$ cat src/modlog_pkg.sv
package modlog_pkg;

  localparam logic [1:0] ST_OK          = 2'd0;
  localparam logic [1:0] ST_INVALID     = 2'd1;
  localparam logic [1:0] ST_NOT_REACHED = 2'd2;

  localparam int OPND_BITS = 16;
  localparam int EXP_BITS  = 16;

  // Which operands feed the shared remainder unit.
  typedef enum logic [1:0] {
    REM_GCD    = 2'd0,
    REM_BASE   = 2'd1,
    REM_TARGET = 2'd2,
    REM_PROD   = 2'd3
  } rem_src_t;

  // Kind of result written into the output registers.
  typedef enum logic [1:0] {
    FIN_INVALID     = 2'd0,
    FIN_ZERO_OK     = 2'd1,
    FIN_EXP_OK      = 2'd2,
    FIN_NOT_REACHED = 2'd3
  } fin_kind_t;

  typedef struct packed {
    logic      load;
    logic      gcd_step;
    logic      rem_start;
    rem_src_t  rem_src;
    logic      set_base;
    logic      set_target;
    logic      mul;
    logic      set_pow;
    logic      finish;
    fin_kind_t fin_kind;
  } dp_cmd_t;

  typedef struct packed {
    logic op;
    logic n_lt2;
    logic m_zero;
    logic gb_zero;
    logic ga_one;
    logic rem_done;
    logic k_one;
    logic p_one;
    logic p_eq_k;
  } dp_sts_t;

endpackage

$ cat src/modlog_rem.sv
module modlog_rem #(
  parameter int W = 16
) (
  input  logic           clk,
  input  logic           rst_n,
  input  logic           start,
  input  logic [2*W-1:0] dividend,
  input  logic [W-1:0]   divisor,
  output logic           done,
  output logic [W-1:0]   rem
);

  localparam int CW = $clog2(2 * W + 1);

  logic           busy_r;
  logic           done_r;
  logic [CW-1:0]  cnt_r;
  logic [2*W-1:0] div_r;
  logic [W-1:0]   dsr_r;
  logic [W-1:0]   rem_r;
  logic [W:0]     shifted;
  logic [W:0]     diff;
  logic           fits;

  // One restoring step: bring down the next dividend bit, subtract if it fits.
  assign shifted = {rem_r, div_r[2*W-1]};
  assign fits    = shifted >= {1'b0, dsr_r};
  assign diff    = shifted - {1'b0, dsr_r};

  always_ff @(posedge clk) begin
    if (!rst_n) begin
      busy_r <= 1'b0;
      done_r <= 1'b0;
      cnt_r  <= '0;
    end else begin
      done_r <= 1'b0;
      if (start) begin
        busy_r <= 1'b1;
        cnt_r  <= CW'(2 * W);
      end else if (busy_r) begin
        cnt_r <= cnt_r - CW'(1);
        if (cnt_r == CW'(1)) begin
          busy_r <= 1'b0;
          done_r <= 1'b1;
        end
      end
    end
  end

  always_ff @(posedge clk) begin
    if (start) begin
      div_r <= dividend;
      dsr_r <= divisor;
      rem_r <= '0;
    end else if (busy_r) begin
      div_r <= div_r << 1;
      rem_r <= fits ? diff[W-1:0] : shifted[W-1:0];
    end
  end

  assign done = done_r;
  assign rem  = rem_r;

  a_no_restart: assert property (@(posedge clk) disable iff (!rst_n)
    start |-> !busy_r)
    else $error("remainder unit restarted while busy");

endmodule

$ cat src/modlog_dp.sv
module modlog_dp #(
  parameter int W = 16
) (
  input  logic                             clk,
  input  logic                             rst_n,
  input  logic                             in_operation,
  input  logic [modlog_pkg::OPND_BITS-1:0] in_modulus,
  input  logic [modlog_pkg::OPND_BITS-1:0] in_base,
  input  logic [modlog_pkg::OPND_BITS-1:0] in_target,
  input  modlog_pkg::dp_cmd_t              cmd,
  output modlog_pkg::dp_sts_t              sts,
  output logic [1:0]                       out_status,
  output logic [modlog_pkg::EXP_BITS-1:0]  out_exponent
);

  import modlog_pkg::*;

  localparam int EW = (W > OPND_BITS) ? W : OPND_BITS;

  logic           op_r;
  logic [W-1:0]   n_r, m_r, k_r, b_r, p_r, e_r, ga_r, gb_r;
  logic [2*W-1:0] prod_r;
  logic [1:0]     status_r;
  logic [EXP_BITS-1:0] exp_r;

  logic [EW-1:0]  n_ext, m_ext, k_ext, e_ext;
  logic [2*W-1:0] rem_dividend;
  logic [W-1:0]   rem_divisor;
  logic           rem_done;
  logic [W-1:0]   rem_val;

  // Only the low W bits of each operand take part.
  assign n_ext = EW'(in_modulus);
  assign m_ext = EW'(in_base);
  assign k_ext = EW'(in_target);
  assign e_ext = EW'(e_r);

  always_comb begin
    rem_divisor = n_r;
    case (cmd.rem_src)
      REM_GCD: begin
        rem_dividend = {{W{1'b0}}, ga_r};
        rem_divisor  = gb_r;
      end
      REM_BASE:   rem_dividend = {{W{1'b0}}, m_r};
      REM_TARGET: rem_dividend = {{W{1'b0}}, k_r};
      REM_PROD:   rem_dividend = prod_r;
      default:    rem_dividend = prod_r;
    endcase
  end

  modlog_rem #(.W(W)) u_rem (
    .clk      (clk),
    .rst_n    (rst_n),
    .start    (cmd.rem_start),
    .dividend (rem_dividend),
    .divisor  (rem_divisor),
    .done     (rem_done),
    .rem      (rem_val)
  );

  always_ff @(posedge clk) begin
    if (cmd.load) begin
      op_r <= in_operation;
      n_r  <= n_ext[W-1:0];
      m_r  <= m_ext[W-1:0];
      k_r  <= k_ext[W-1:0];
      ga_r <= n_ext[W-1:0];
      gb_r <= m_ext[W-1:0];
    end
    if (cmd.gcd_step) begin
      ga_r <= gb_r;
      gb_r <= rem_val;
    end
    if (cmd.set_base) begin
      b_r <= rem_val;
      p_r <= rem_val;
      e_r <= W'(1);
    end
    if (cmd.set_target) begin
      k_r <= rem_val;
    end
    if (cmd.mul) begin
      prod_r <= p_r * b_r;
    end
    if (cmd.set_pow) begin
      p_r <= rem_val;
      e_r <= e_r + W'(1);
    end
    if (cmd.finish) begin
      case (cmd.fin_kind)
        FIN_INVALID: begin
          status_r <= ST_INVALID;
          exp_r    <= '0;
        end
        FIN_ZERO_OK: begin
          status_r <= ST_OK;
          exp_r    <= '0;
        end
        FIN_EXP_OK: begin
          status_r <= ST_OK;
          exp_r    <= e_ext[EXP_BITS-1:0];
        end
        default: begin
          status_r <= ST_NOT_REACHED;
          exp_r    <= '0;
        end
      endcase
    end
  end

  always_comb begin
    sts.op       = op_r;
    sts.n_lt2    = n_r < W'(2);
    sts.m_zero   = m_r == '0;
    sts.gb_zero  = gb_r == '0;
    sts.ga_one   = ga_r == W'(1);
    sts.rem_done = rem_done;
    sts.k_one    = k_r == W'(1);
    sts.p_one    = p_r == W'(1);
    sts.p_eq_k   = p_r == k_r;
  end

  assign out_status   = status_r;
  assign out_exponent = exp_r;

endmodule

$ cat src/modlog_ctrl.sv
module modlog_ctrl (
  input  logic                clk,
  input  logic                rst_n,
  input  logic                start,
  output logic                busy,
  output logic                out_valid,
  output modlog_pkg::dp_cmd_t cmd,
  input  modlog_pkg::dp_sts_t sts
);

  import modlog_pkg::*;

  typedef enum logic [10:0] {
    S_IDLE      = 11'b000_0000_0001,
    S_CHECK     = 11'b000_0000_0010,
    S_GCD_TEST  = 11'b000_0000_0100,
    S_GCD_WAIT  = 11'b000_0000_1000,
    S_MODB_WAIT = 11'b000_0001_0000,
    S_MODK_WAIT = 11'b000_0010_0000,
    S_LOG_CHK   = 11'b000_0100_0000,
    S_LOOP_TEST = 11'b000_1000_0000,
    S_MUL       = 11'b001_0000_0000,
    S_MUL_REM   = 11'b010_0000_0000,
    S_MUL_WAIT  = 11'b100_0000_0000
  } state_t;

  state_t state_r, state_nxt;
  logic   out_valid_r, out_valid_nxt;

  always_comb begin
    state_nxt     = state_r;
    out_valid_nxt = 1'b0;
    cmd           = '0;
    cmd.rem_src   = REM_GCD;
    cmd.fin_kind  = FIN_INVALID;
    case (state_r)
      S_IDLE: begin
        if (start) begin
          cmd.load  = 1'b1;
          state_nxt = S_CHECK;
        end
      end
      S_CHECK: begin
        if (sts.n_lt2 || sts.m_zero) begin
          cmd.finish    = 1'b1;
          cmd.fin_kind  = FIN_INVALID;
          out_valid_nxt = 1'b1;
          state_nxt     = S_IDLE;
        end else begin
          state_nxt = S_GCD_TEST;
        end
      end
      S_GCD_TEST: begin
        cmd.rem_start = 1'b1;
        if (!sts.gb_zero) begin
          cmd.rem_src = REM_GCD;
          state_nxt   = S_GCD_WAIT;
        end else if (sts.ga_one) begin
          cmd.rem_src = REM_BASE;
          state_nxt   = S_MODB_WAIT;
        end else begin
          cmd.rem_start = 1'b0;
          cmd.finish    = 1'b1;
          cmd.fin_kind  = FIN_INVALID;
          out_valid_nxt = 1'b1;
          state_nxt     = S_IDLE;
        end
      end
      S_GCD_WAIT: begin
        if (sts.rem_done) begin
          cmd.gcd_step = 1'b1;
          state_nxt    = S_GCD_TEST;
        end
      end
      S_MODB_WAIT: begin
        if (sts.rem_done) begin
          cmd.set_base = 1'b1;
          if (sts.op) begin
            cmd.rem_start = 1'b1;
            cmd.rem_src   = REM_TARGET;
            state_nxt     = S_MODK_WAIT;
          end else begin
            state_nxt = S_LOOP_TEST;
          end
        end
      end
      S_MODK_WAIT: begin
        if (sts.rem_done) begin
          cmd.set_target = 1'b1;
          state_nxt      = S_LOG_CHK;
        end
      end
      S_LOG_CHK: begin
        if (sts.k_one) begin
          cmd.finish    = 1'b1;
          cmd.fin_kind  = FIN_ZERO_OK;
          out_valid_nxt = 1'b1;
          state_nxt     = S_IDLE;
        end else begin
          state_nxt = S_LOOP_TEST;
        end
      end
      S_LOOP_TEST: begin
        if (sts.p_one) begin
          cmd.finish    = 1'b1;
          cmd.fin_kind  = sts.op ? FIN_NOT_REACHED : FIN_EXP_OK;
          out_valid_nxt = 1'b1;
          state_nxt     = S_IDLE;
        end else if (sts.op && sts.p_eq_k) begin
          cmd.finish    = 1'b1;
          cmd.fin_kind  = FIN_EXP_OK;
          out_valid_nxt = 1'b1;
          state_nxt     = S_IDLE;
        end else begin
          state_nxt = S_MUL;
        end
      end
      S_MUL: begin
        cmd.mul   = 1'b1;
        state_nxt = S_MUL_REM;
      end
      S_MUL_REM: begin
        cmd.rem_start = 1'b1;
        cmd.rem_src   = REM_PROD;
        state_nxt     = S_MUL_WAIT;
      end
      S_MUL_WAIT: begin
        if (sts.rem_done) begin
          cmd.set_pow = 1'b1;
          state_nxt   = S_LOOP_TEST;
        end
      end
      default: begin
        state_nxt = S_IDLE;
      end
    endcase
  end

  always_ff @(posedge clk) begin
    if (!rst_n) begin
      state_r     <= S_IDLE;
      out_valid_r <= 1'b0;
    end else begin
      state_r     <= state_nxt;
      out_valid_r <= out_valid_nxt;
    end
  end

  assign busy      = state_r != S_IDLE;
  assign out_valid = out_valid_r;

  a_done_idle: assert property (@(posedge clk) disable iff (!rst_n)
    out_valid_r |-> state_r == S_IDLE)
    else $error("result strobe while the sequencer is not idle");

  a_single_strobe: assert property (@(posedge clk) disable iff (!rst_n)
    out_valid_r |=> !out_valid_r)
    else $error("two result strobes in a row");

endmodule

$ cat src/modular_order_and_discrete_log_unit.sv
// Channel  | Ports                                          | Handshake
// ---------+------------------------------------------------+-------------------------
// input    | in_operation, in_modulus, in_base, in_target   | start high, busy low
// result   | out_status, out_exponent                       | out_valid for one cycle
//
// An item runs the Euclidean gcd check step by step, then reduces the base and, for a
// discrete-log search, the target, then computes each power of the base in turn; every
// step goes through the shared bit-serial remainder unit, which paces the whole item.
// Reset is synchronous and active low; it idles the sequencer and clears the strobe.
// The receiver cannot stall: each result shows for one cycle, with busy already low.
module modular_order_and_discrete_log_unit #(
  parameter int MOD_BITS = 16
) (
  input  logic                             clk,
  input  logic                             rst_n,
  input  logic                             start,
  output logic                             busy,
  input  logic                             in_operation,
  input  logic [modlog_pkg::OPND_BITS-1:0] in_modulus,
  input  logic [modlog_pkg::OPND_BITS-1:0] in_base,
  input  logic [modlog_pkg::OPND_BITS-1:0] in_target,
  output logic                             out_valid,
  output logic [1:0]                       out_status,
  output logic [modlog_pkg::EXP_BITS-1:0]  out_exponent
);

  import modlog_pkg::*;

  // The sequencer drives the datapath with one command word per cycle and reads
  // back a handful of compare flags; all arithmetic lives in the datapath.
  dp_cmd_t cmd;
  dp_sts_t sts;

  modlog_ctrl u_ctrl (
    .clk       (clk),
    .rst_n     (rst_n),
    .start     (start),
    .busy      (busy),
    .out_valid (out_valid),
    .cmd       (cmd),
    .sts       (sts)
  );

  // The datapath holds the operands, the running power and exponent, one
  // multiplier with a product register, and the shared remainder unit.
  modlog_dp #(.W(MOD_BITS)) u_dp (
    .clk          (clk),
    .rst_n        (rst_n),
    .in_operation (in_operation),
    .in_modulus   (in_modulus),
    .in_base      (in_base),
    .in_target    (in_target),
    .cmd          (cmd),
    .sts          (sts),
    .out_status   (out_status),
    .out_exponent (out_exponent)
  );

endmodule

$ cat config.mk
export PLATFORM = sky130hd
export DESIGN_NAME = modular_order_and_discrete_log_unit
export DESIGN_NICKNAME = d
export VERILOG_FILES = /design/src/modlog_pkg.sv /design/src/modlog_rem.sv /design/src/modlog_dp.sv /design/src/modlog_ctrl.sv /design/src/modular_order_and_discrete_log_unit.sv
export SDC_FILE = /design/constraint.sdc
export NUM_CORES = 1
export LEC_CHECK = 0
export ABC_AREA = 1
export ABC_CLOCK_PERIOD_IN_PS = 7300
export CAP_MARGIN = 20
export CORE_MARGIN = 2
export CORE_UTILIZATION = 65
export DETAILED_ROUTE_END_ITERATION = 12
export DONT_BUFFER_PORTS = 1
export GPL_ROUTABILITY_DRIVEN = 0
export PLACE_DENSITY_LB_ADDON = 0.05
export SETUP_SLACK_MARGIN = 0.4
export SLEW_MARGIN = 5
export SYNTH_ARGS = -nofsm -noshare
export SYNTH_HDL_FRONTEND = slang
export SYNTH_HIERARCHICAL = 1
export SYNTH_SLANG_ARGS = --single-unit
$ cat constraint.sdc
create_clock -name clk -period 7.3 [get_ports clk]
set_input_delay 1.46 -clock clk [delete_from_list [all_inputs] [get_ports clk]]
set_output_delay 1.46 -clock clk [all_outputs]
set_load 0.02 [all_outputs]
After elaboration in Yosys (flattened, before gate mapping):

Cells that the tools add are included.

* $add $sub $neg: 3
* multiply operators: 1
* magnitude comparators: 2
* eq/ne operators: 27
* mux-type cells: 65
* bitwise operators: 2
* reduce and logical (&&, ||, !) cells: 14

Operators with widths (number)
* $mux W16: 12
* $pmux W32 S4: 1
* $pmux W11 S11: 1
* $mux W32: 2
* $mux W11: 5
* $eq A16 B1 Y1 const B: 3
* $logic_not A16 Y1: 2
* $mul A16 B16 Y32: 1
* $mux W3: 8
* $mux W1: 22
* $mux W9: 2
* $ge A17 B16 Y1: 1
* $add A16 B1 Y16 const B: 1
* $eq A16 B16 Y1: 1
* $lt A16 B2 Y1 const B: 1
* $mux W8: 2
* $sub A16 B16 Y16: 1
* $mux W6: 2
* $pmux W3 S4: 1
* $eq A11 B1 Y1 const B: 1
* $eq A11 B10 Y1 const B: 1
* $eq A11 B11 Y1 const B: 1
* $eq A11 B2 Y1 const B: 1
* $eq A11 B3 Y1 const B: 1
* 27 further kinds: 40

* bits in registers: 263
* bits of input ports: 52
* output and inout port bits: 20
* word-level logic and storage cells: 135

Logic depth before layout (Yosys ltp):

Gate-level depths: netlist of the first run.

* depth in word-level cells: 8
* gate-level depth with buffers: 25
* gate-level depth less buffers: 23

Hierarchy:

The synthesis of the first run kept the hierarchy.

By module, submodules not included
* modlog_dp: instances 1, cells each 2048, area each 17082.6 um^2, sequential area each 5375.2 um^2
* modlog_rem: instances 1, cells each 519, area each 4120.2 um^2, sequential area each 1921.8 um^2
* modlog_ctrl: instances 1, cells each 129, area each 799.5 um^2, sequential area each 240.2 um^2

Worst setup path before layout of the first run:

Ideal clock, no wire load.

* kind: register to register
* from: register u_dp.p_r[5]
* to: register u_dp.prod_r[31], data pin
* setup time: 0.252 ns
* arrival: 5.244 ns
* required time: 7.048 ns
* setup slack: 1.803 ns
* cell stages (with the launch flop): 26
* path buffers: 2
* clock period less this slack: 5.497 ns
* path through: edfxtp_1 clkbuf_1 buf_1 nand2_1 fa_1 inv_1 fa_1 inv_1 fa_1 inv_1 fa_1 fa_1 inv_1 fa_1 inv_1 ha_1 nand2_1 inv_1 nand2_1 nand3_1 inv_1 nand3_1 nand2_1 nand2_1 nand2_1 nand2_1

* word-level cells in the longest chain between the ends: 1

Ends and longest elaborated chain
* from (decl): RTL line modlog_dp.sv:21 `logic [W-1:0] n_r, m_r, k_r, b_r, p_r, e_r, ga_r, gb_r;`
* from (signal assigned): RTL line modlog_dp.sv:77 `p_r <= rem_val;`
* from (signal assigned): RTL line modlog_dp.sv:87 `p_r <= rem_val;`
* $mul A16 B16 Y32: RTL line modlog_dp.sv:84 `prod_r <= p_r * b_r;`
* to (signal assigned): RTL line modlog_dp.sv:84
* to (decl): RTL line modlog_dp.sv:22 `logic [2*W-1:0] prod_r;`

No other way between the ends.
A chain may end at the register's enable or synchronous reset.

Final worst setup path of the first run:

* from: register u_dp.p_r[7]
* to: register u_dp.prod_r[28], data pin

Same word-level chain as after synthesis.

==> flow_summary.json, run 1 <==
{
  "p_leak_nw": 12.1,
  "grtUsageTotal": 0.322,
  "ys_ff_latch": 263,
  "crit_path_end_kind": "register",
  "h-tree-depth": 1,
  "vias": 17100,
  "grt_max_degree": 53,
  "syn_nets": 3066,
  "yosys_warnings": 6,
  "post_cts_buffers": 0,
  "gr-total-overflow": 0,
  "setup_viol": 0,
  "portBuffers": 0,
  "ff_latch_area_um2": 7540,
  "finClkSkew_ps": 64.5,
  "slew_violations": 0,
  "drc_errors": 0,
  "critPathKind": "reg2reg",
  "drt_iter0_markers": 1360,
  "hold_class": "reg2reg",
  "io_pins": 72,
  "die_w_um": 188,
  "drive_above_1_share": 0.0552,
  "clk_pin_slew_ps": 60,
  "cpMaxStageDelayCell": "edfxtp_1",
  "drt_first_pass_iters": 5,
  "cp_cell_sequence": "nand2_1 > fa_1 > inv_1 > fa_1 > fa_1 > fa_1 > fa_1 > inv_1 > fa_1 > inv_1 > ha_1 > nand2_1 > inv_1 > a21oi_1 > nand2_1 > a21oi_1 > nand2_1 > nand2_1 > nand2_1",
  "syn2layout_area_growth_pct": 5.76,
  "cts-root-buf": "clkbuf_16",
  "grt_pass1_wl_mm": 89.3,
  "avgSynthCellArea_um2": 8.16,
  "start_util": 0.658,
  "cts_tree": "yes",
  "grt_pass1_vias": 17400,
  "cts_buffers": 28,
  "synth_area_leaders": "edfxtp_1 31%, fa_1 18%, nand2_1 16%",
  "tns_ps": 0,
  "drv_cap": 0,
  "finalCritPeriodShare": 0.830,
  "clk-insertion-delay-late_ps": 590,
  "startpoint_type": "register",
  "wl_mm": 55.3,
  "tightest_slew_ps": 1110,
  "r2r_slack_ps": 1240,
  "relSlewSlack": 0.260,
  "fin_util": 0.696,
  "antenna_left": 0,
  "fmax_mhz": 165,
  "dieArea_um2": 35300,
  "synth_commonest_cells": "924 x nand2_1, 575 x inv_1, 227 x edfxtp_1, 195 x fa_1, 136 x nor2_1",
  "min_period_ps": 6060,
  "worstPathArrival_ps": 6340,
  "synthFlopType": "edfxtp_1",
  "status": "completed",
  "clockBufferDepth": 3,
  "synth_cell_types": 52,
  "hold_buffers": 0,
  "cts_sinks": 263,
  "multi_input_area_um2": 11900,
  "ir_worst_vdd_uv": 240,
  "crit_fanout": 19,
  "syn_area_um2": 22000,
  "synth_top_cell_by_area": "edfxtp_1",
  "core_area_um2": 33400,
  "synth_top_area_frac": 0.310,
  "synth.most_common_cell": "nand2_1",
  "slowest_delay_ps": 940,
  "nNetsFinal": 3012,
  "hold_viol_final": 0,
  "nFillCells": 2716,
  "num_rows": 67,
  "die_y_um": 188,
  "place_hpwl_mm": 42.1,
  "async_flop_share": 0,
  "via_per_inst": 5.50,
  "synth_edf_count": 227,
  "seq_area_frac_synth": 0.343,
  "cts_resized": 0,
  "antenna_found_initial": 0,
  "syn_inst": 2696,
  "wire_per_inst_um": 17.8,
  "num_antenna_cells": 0,
  "rsz0062_at_grt": "false",
  "powerDensity_nw_per_um2": 197,
  "worstPathRequired_ps": 7580
}
per-stage QoR:
step | cell area [um^2] | setup WS [ps] | power [mW] | hold slack [ps] | instances
global route | 23300 | 893 | 4.80 | 513 | 3112
global placement | 22200 | 1420 | 3.09 | 476 | 3057
finish | 23300 | 1240 | 4.60 | 502 | 3112
CTS | 23200 | 1260 | 4.60 | 483 | 3110
detailed placement | 22300 | 1310 | 3.12 | 497 | 3058
floorplan | 22000 | 1800 | 2.83 | 461 | 2696
final timing paths:
path                                             to                start  cells past startpoint
worst min register to register  u_dp/u_rem/div_r[8]  u_dp/u_rem/div_r[7]                      2
worst min-delay path            u_dp/u_rem/div_r[8]  u_dp/u_rem/div_r[7]                      2
worst max register to register      u_dp/prod_r[28]          u_dp/p_r[7]                     19
worst max-delay path                u_dp/prod_r[28]          u_dp/p_r[7]                     19
cells by family (layout without fill, tap and decap cells):
| logic type | after synthesis | after routing | synth area share |
|---|---|---|---|
| mux | 8 | 8 | 0.00409 |
| simple gates | 1299 | 1299 | 0.251 |
| flops | 263 | 263 | 0.343 |
| fa+ha+maj | 318 | 318 | 0.247 |
| compound gates | 83 | 83 | 0.0206 |
| buf+inv | 687 | 655 | 0.119 |
| xor+xnor | 38 | 38 | 0.0151 |
power breakdown:
| group | switching, mW | internal, mW |
|---|---|---|
| clock | 0.610 | 0.871 |
| combinational | 0.614 | 0.313 |
| sequential | 0.254 | 1.93 |
| total | 1.48 | 3.12 |
worst max-delay path: cells and delay by family, from the launching register on:
kind,cells,cell delay (ps)
AO/OA/AOI/OAI,2,330
adder cells (fa/ha/maj),7,3570
buffers and inverters,4,250
flip-flops,1,940
AND/OR/NAND/NOR,6,650
placed cells by master, fill, tap and decap left out, types with 3 or more instances in the layout:
master and n:
xnor2_1 14, clkbuf_8 3, or2_2 3, inv_6 3, nand3b_1 13, xor2_1 24, and3_1 4, dfxtp_1 36
ha_1 123, clkinv_2 8, inv_1 574, nor2_1 133, clkbuf_16 29, nand4_1 34, nor2_2 21, mux2_1 7
nor2_4 4, nand3_2 15, buf_4 12, edfxtp_1 227, bufinv_16 3, nor3_1 16, clkinv_1 3, nand2_2 15
inv_2 12, nor3b_1 4, fa_1 195, nand2_1 924, nand3_1 81, o21ai_0 25, nor4_1 22, o21ai_1 4
a21oi_1 41
state kept, by name (all words and copies together), names as in the netlist:
name / cells
u_ctrl/out_valid: 1
u_ctrl/state_r: 11
u_dp/b_r: 16
u_dp/e_ext: 16
u_dp/ga_r: 16
u_dp/gb_r: 16
u_dp/k_r: 16
u_dp/m_r: 16
u_dp/n_r: 16
u_dp/op_r: 1
u_dp/out_exponent: 16
u_dp/out_status: 2
u_dp/p_r: 16
u_dp/prod_r: 32
u_dp/u_rem/busy_r: 1
u_dp/u_rem/cnt_r: 6
u_dp/u_rem/div_r: 32
u_dp/u_rem/done: 1
u_dp/u_rem/dsr_r: 16
u_dp/u_rem/rem: 16
cell type report:
| type | instances | share of cell area |
|---|---|---|
| Inverter | 589 | 0.0950 |
| Tap cell | 448 | 0.0241 |
| Timing Repair Buffer | 14 | 0.00516 |
| Sequential cell | 263 | 0.324 |
| Clock inverter | 18 | 0.00898 |
| Clock buffer | 34 | 0.0333 |
| Multi-Input combinational cell | 1746 | 0.510 |
metal layers:
metal / vias up / GRT usage / routed length, um
met5: - / 0 / 0
met2: 746 / 0.545 / 26300
met3: 150 / 0.0479 / 4760
li1: 8059 / - / -
met4: 0 / 0.126 / 2200
met1: 8161 / 0.419 / 22000
No activity file was read; power rests on OpenSTA's default activity.
==> inputs of run 2 (changes only) <==
Settings changed: ABC_CLOCK_PERIOD_IN_PS 7300 to 6280.
Clock period 7.3 ns to 6.28 ns, I/O delays scaled along.
==> run 2 against run 1 <==
Compared with the run above: power grew 18%; largest power group unchanged; via count grew 2.1%; cell area grew 3.2%; largest cell class unchanged; register-to-register slack lost 640 ps; utilization grew 2.2 points; clock skew shrank 5.6 ps; non-clock buffer count grew 82.
==> flow_summary.json, run 2 (synthesis results as in run 1) <==
{
  "status": "completed",
  "p_leak_nw": 12.5,
  "critPathKind": "reg2reg",
  "syn2layout_area_growth_pct": 9.11,
  "top_regs": "u_dp/prod_r x32, u_dp/u_rem/div_r x32",
  "cp_common_cell": "fa_1",
  "grt_pass1_vias": 17400,
  "fin_util": 0.718,
  "io_pins": 72,
  "num_antenna_cells": 0,
  "cts_tree": "yes",
  "reg2reg_to": "u_dp/prod_r[26]",
  "start_util": 0.658,
  "clockBufferDepth": 3,
  "grt_max_degree": 42,
  "rsz0062_at_grt": "true",
  "relSlewSlack": 0.322,
  "h-tree-depth": 1,
  "tns_ps": 0,
  "nFillCells": 2558,
  "startpoint_type": "register",
  "ir_worst_vdd_uv": 329,
  "gr-total-overflow": 0,
  "place_hpwl_mm": 43.1,
  "powerDensity_nw_per_um2": 226,
  "vias": 17500,
  "hold_class": "reg2reg",
  "final_common_cell": "nand2_1",
  "intPower_mw": 3.70,
  "worstPathRequired_ps": 6580,
  "crit_path_start": "u_dp/p_r[5]",
  "cts-root-buf": "clkbuf_16",
  "p_switching_mw": 1.72,
  "fmax_mhz": 176,
  "cp_num_buf_inv": 7,
  "combPwrFrac": 0.200,
  "crit_path_end": "u_dp/prod_r[26]",
  "switching_share": 0.318,
  "die_y_um": 188,
  "cp.depth": 21,
  "drv_cap": 0,
  "crit_path_end_kind": "register",
  "die_w_um": 188,
  "nNetsFinal": 3094,
  "setup_viol": 0,
  "fin_cells": 3194,
  "antenna_found_initial": 1,
  "cts_buffers": 28,
  "slowest_delay_ps": 560,
  "path_delay_family": "adder cells",
  "clk-insertion-delay-late_ps": 600,
  "reg2reg_depth": 21,
  "drt_first_pass_iters": 10,
  "cpMaxStageDelayCell": "fa_1",
  "wire_per_inst_um": 17.6,
  "worstPathArrival_ps": 5980,
  "placed_cells": 3071,
  "final_cell_mix": "922 x nand2_1, 574 x inv_1, 227 x edfxtp_1",
  "drc_errors": 0,
  "wl_mm": 56.1,
  "min_from": "u_dp/u_rem/div_r[5]",
  "drive_above_1_share": 0.0819,
  "finalCritPeriodShare": 0.904,
  "slew_violations": 0,
  "finClkSkew_ps": 58.9,
  "num_rows": 67,
  "dieArea_um2": 35300,
  "portBuffers": 0,
  "r2r_slack_ps": 600,
  "tightest_slew_ps": 1010,
  "p_seq_frac": 0.469,
  "drt_iter0_markers": 1658,
  "p_clk_frac": 0.331,
  "reg2reg_from": "u_dp/p_r[5]",
  "grtUsageTotal": 0.322,
  "grt_pass1_wl_mm": 89.7,
  "core_area_um2": 33400,
  "antenna_left": 0,
  "cp_cell_sequence": "buf_4 > buf_4 > nand2_1 > inv_1 > fa_1 > inv_1 > fa_1 > inv_1 > fa_1 > fa_1 > fa_1 > inv_1 > fa_1 > inv_1 > ha_1 > nand2_1 > nor2_1 > and3_1 > nand3_1 > nand4_1 > nand2_1",
  "crit_fanout": 9,
  "via_per_inst": 5.47,
  "clk_pin_slew_ps": 70,
  "hold_viol_final": 0,
  "min_period_ps": 5680,
  "cts_sinks": 263
}
[run 2: what timing repair did]
| action | CTS | global route |
|---|---|---|
| buffers inserted | 5 | 63 |
| pin swaps | 0 | 0 |
| endpoints found under the setup margin | 2 | 19 |
| hold buffers | 0 | 0 |
| gates resized for setup | 0 | 3 |
[run 2: power groups by stage]
| stage | sequential, mW | clock (mW) | combinational (mW) |
|---|---|---|---|
| global placement | 2.56 | 0 | 1.03 |
| finish | 2.54 | 1.79 | 1.08 |
| detailed placement | 2.57 | 0 | 1.06 |
| CTS | 2.53 | 1.81 | 1.07 |
| global route | 2.56 | 1.88 | 1.20 |
| floorplan | 2.42 | 0 | 0.863 |
[run 2: how the worst min path moves through the flow]
stage / to / slack [ps] / cells after the start
after detailed placement: u_dp/u_rem/div_r[18] / 500 / 2
after CTS: u_dp/u_rem/div_r[6] / 490 / 2
after floorplan: u_dp/u_rem/cnt_r[0] / 460 / 2
after global routing: u_dp/u_rem/cnt_r[1] / 530 / 2
final: u_dp/u_rem/div_r[6] / 480 / 2
after global placement: u_dp/u_rem/cnt_r[0] / 480 / 2
[run 2: layout make-up]
cell class	instances	area, um^2	share of cell area
Inverter	589	2210	0.0921
Clock inverter	13	228	0.00949
Clock buffer	39	782	0.0326
Tap cell	448	561	0.0233
Sequential cell	263	7540	0.314
Timing Repair Buffer	96	821	0.0342
Multi-Input combinational cell	1746	11900	0.494
[run 2: routing by layer]
layer	global-route usage	up-vias	routed length, um
met3	0.0507	163	4570
met2	0.534	861	26200
met5	0	-	13
met1	0.426	8209	22700
met4	0.131	2	2640
li1	-	8234	-
[run 2: per-stage QoR]
step	hold WS [ps]	power [mW]	setup WS [ps]	cell area (um^2)
floorplan	461	3.28	783	22000
global placement	476	3.59	508	22400
detailed placement	496	3.63	435	22400
CTS	491	5.41	426	23400
global route	534	5.64	361	24000
finish	481	5.42	601	24000
[run 2: worst reg2reg max path, cell delays in order, from the launching register on]
cell	delay (ps)
edfxtp_1	370
buf_4	200
buf_4	170
nand2_1	60
inv_1	50
fa_1	480
inv_1	50
fa_1	490
inv_1	70
fa_1	510
fa_1	540
fa_1	560
inv_1	60
fa_1	520
inv_1	40
ha_1	400
nand2_1	130
nor2_1	200
and3_1	220
nand3_1	130
nand4_1	100
nand2_1	50
==> inputs of run 3 (changes only) <==
Settings changed: CORE_ASPECT_RATIO from default to 0.7, CORE_MARGIN 2 to default, SYNTH_HIERARCHICAL 1 to default.
==> run 3 against run 2 <==
Compared with the run above: power shrank 17%; area after synthesis shrank 3.3%; first-iteration DRC count grew 14%; utilization is essentially flat; largest power group unchanged.
==> flow_summary.json, run 3 <==
{
  "async_flop_share": 0,
  "startpoint_type": "register",
  "syn_inst": 2444,
  "start_util": 0.659,
  "grt_max_degree": 66,
  "hold_viol_final": 0,
  "syn_nets": 2814,
  "cts_sinks": 263,
  "synth_top_cell_by_area": "edfxtp_1",
  "final_cell_mix": "605 x nand2_1, 538 x inv_1, 227 x edfxtp_1",
  "hold_class": "reg2reg",
  "num_antenna_cells": 0,
  "drive_above_1_share": 0.0866,
  "clockBufferDepth": 3,
  "ir_worst_vdd_uv": 211,
  "switching_share": 0.295,
  "grtUsageTotal": 0.361,
  "cp_cell_sequence": "buf_4 > nand2_1 > fa_1 > inv_1 > fa_1 > fa_2 > fa_1 > fa_1 > inv_1 > fa_1 > inv_1 > ha_2 > nand2_1 > inv_1 > nand2_1 > nor2_1 > nand4_1 > nand3_2 > a21oi_1 > xor2_1",
  "worstPathRequired_ps": 6590,
  "status": "completed",
  "intPower_mw": 3.15,
  "place_hpwl_mm": 46.1,
  "synth_area_leaders": "edfxtp_1 32%, fa_1 18%, nand2_1 11%",
  "nNetsFinal": 2845,
  "synth.most_common_cell": "nand2_1",
  "p_leak_nw": 11.7,
  "wire_per_inst_um": 20.3,
  "cp_num_buf_inv": 5,
  "synth_commonest_cells": "606 x nand2_1, 538 x inv_1, 227 x edfxtp_1, 195 x fa_1, 135 x nor2_1",
  "tightest_slew_ps": 1070,
  "num_rows": 55,
  "h-tree-depth": 1,
  "min_period_ps": 5810,
  "drv_cap": 0,
  "worstPathArrival_ps": 6120,
  "top_regs": "u_dp.prod_r x32, u_dp.u_rem.div_r x32",
  "combPwrFrac": 0.146,
  "slowest_delay_ps": 660,
  "crit_path_end_kind": "register",
  "yosys_warnings": 0,
  "syn2layout_area_growth_pct": 8.91,
  "die_w_um": 218,
  "finalCritPeriodShare": 0.925,
  "path_delay_family": "adder cells",
  "cpMaxStageDelayCell": "fa_2",
  "slew_violations": 0,
  "cts_buffers": 27,
  "dieArea_um2": 33500,
  "drt_first_pass_iters": 6,
  "crit_fanout": 8,
  "cts_tree": "yes",
  "synthFlopType": "edfxtp_1",
  "rsz0062_at_grt": "true",
  "wl_mm": 59.4,
  "grt_pass1_wl_mm": 91.1,
  "drc_errors": 0,
  "p_switching_mw": 1.32,
  "fmax_mhz": 172,
  "vias": 16800,
  "synth_cell_types": 48,
  "setup_viol": 0,
  "cts-root-buf": "clkbuf_16",
  "antenna_left": 0,
  "synth_top_area_frac": 0.320,
  "critPathKind": "reg2reg",
  "core_area_um2": 32300,
  "via_per_inst": 5.76,
  "powerDensity_nw_per_um2": 193,
  "gr-total-overflow": 0,
  "synth_edf_count": 227,
  "seq_area_frac_synth": 0.354,
  "whs_ps": 496,
  "total_power_mw": 4.47,
  "clk-insertion-delay-late_ps": 570,
  "io_pins": 72,
  "p_seq_frac": 0.487,
  "syn_area_um2": 21300,
  "final_common_cell": "nand2_1",
  "ys_ff_latch": 263,
  "tns_ps": 0,
  "finClkSkew_ps": 12.7,
  "relSlewSlack": 0.283,
  "antenna_found_initial": 0,
  "avgSynthCellArea_um2": 8.71,
  "portBuffers": 0,
  "p_clk_frac": 0.367,
  "drt_iter0_markers": 1891,
  "cp_common_cell": "fa_1",
  "grt_pass1_vias": 16300,
  "die_y_um": 153,
  "clk_pin_slew_ps": 70
}
==> run 3: changes by cell type after synthesis, moves of 11 or more <==
cell      before  now
o21bai_1       2   15
nand2_1      924  606
o21ai_1        4   16
a22o_1         0   16
buf_1         13    2
o21ai_0       25  107
inv_1        575  538
nor2_2        18    4
a21oi_1       41   70
nor4_1        22    5
buf_2         11   22
==> run 3: through the flow <==
stage                     worst slack, ps  std cells  area [um^2]   util
after detailed placement              332       2821        21700  0.673
after floorplan                       627       2444        21300      -
after global routing                  218       2922        23200  0.718
after global placement                404       2821        21700  0.673
final                                 473       2922        23200  0.718
after CTS                             384       2896        22800  0.707
==> run 3: path summary, 6_finish.rpt <==
kind                             from             endpoint  slack, ps  cells after the start
setup / recovery          u_dp.b_r[7]      u_dp.prod_r[30]        470                     20
hold / removal    u_dp.u_rem.cnt_r[0]  u_dp.u_rem.cnt_r[0]        500                      2
setup reg to reg          u_dp.b_r[7]      u_dp.prod_r[30]        470                     20
hold reg to reg   u_dp.u_rem.cnt_r[0]  u_dp.u_rem.cnt_r[0]        500                      2
==> run 3: worst reg2reg max path, delay by kind of cell (launching register included) <==
family	cells	cell delay (ps)
AOI/OAI and AO/OA	1	90
DFF	1	460
and+or+nand+nor	6	740
buffers and inverters	5	480
adders and majority gates	7	3630
xor gates and xnor gates	1	140
==> run 3: logic make-up after synthesis <==
| group | share of synthesized area |
|---|---|
| AO/OA/AOI/OAI | 0.0704 |
| flip-flops | 0.354 |
| AND/OR/NAND/NOR | 0.185 |
| XOR/XNOR | 0.0181 |
| buffers and inverters | 0.117 |
| adder cells (fa/ha/maj) | 0.256 |
==> run 3: area by class of cell <==
cell class,count,area (um^2)
inverter,545,2050
sequential,263,7540
multi-input combinational,1543,11400
clock inverter,16,156
timing repair buffer,95,821
tap,427,534
fill,2434,9100
clock buffer,33,718
==> run 3: layer usage <==
metal,track usage,vias to the layer above,routed length (um)
met4,0.0699,0,1260
met1,0.545,8062,25500
met2,0.500,1042,24200
met3,0.130,100,8470
met5,0,-,0
li1,-,7636,-
==> run 3: what timing repair did <==
item / 4_1_cts / 5_1_grt
buffers inserted: 26 / 26
resized for setup: 0 / 24
hold buffers: 0 / 0
hold endpoints to repair: 0 / 0
cloned: 0 / 0
setup endpoints to repair: 5 / 19
==> run 3: power groups by stage <==
stage / sequential (mW) / clock [mW] / combinational (mW)
after floorplan: 2.14 / 0 / 0.463
after global placement: 2.21 / 0 / 0.613
after detailed placement: 2.21 / 0 / 0.625
after CTS: 2.17 / 1.63 / 0.630
after global routing: 2.18 / 1.70 / 0.714
final: 2.18 / 1.64 / 0.654
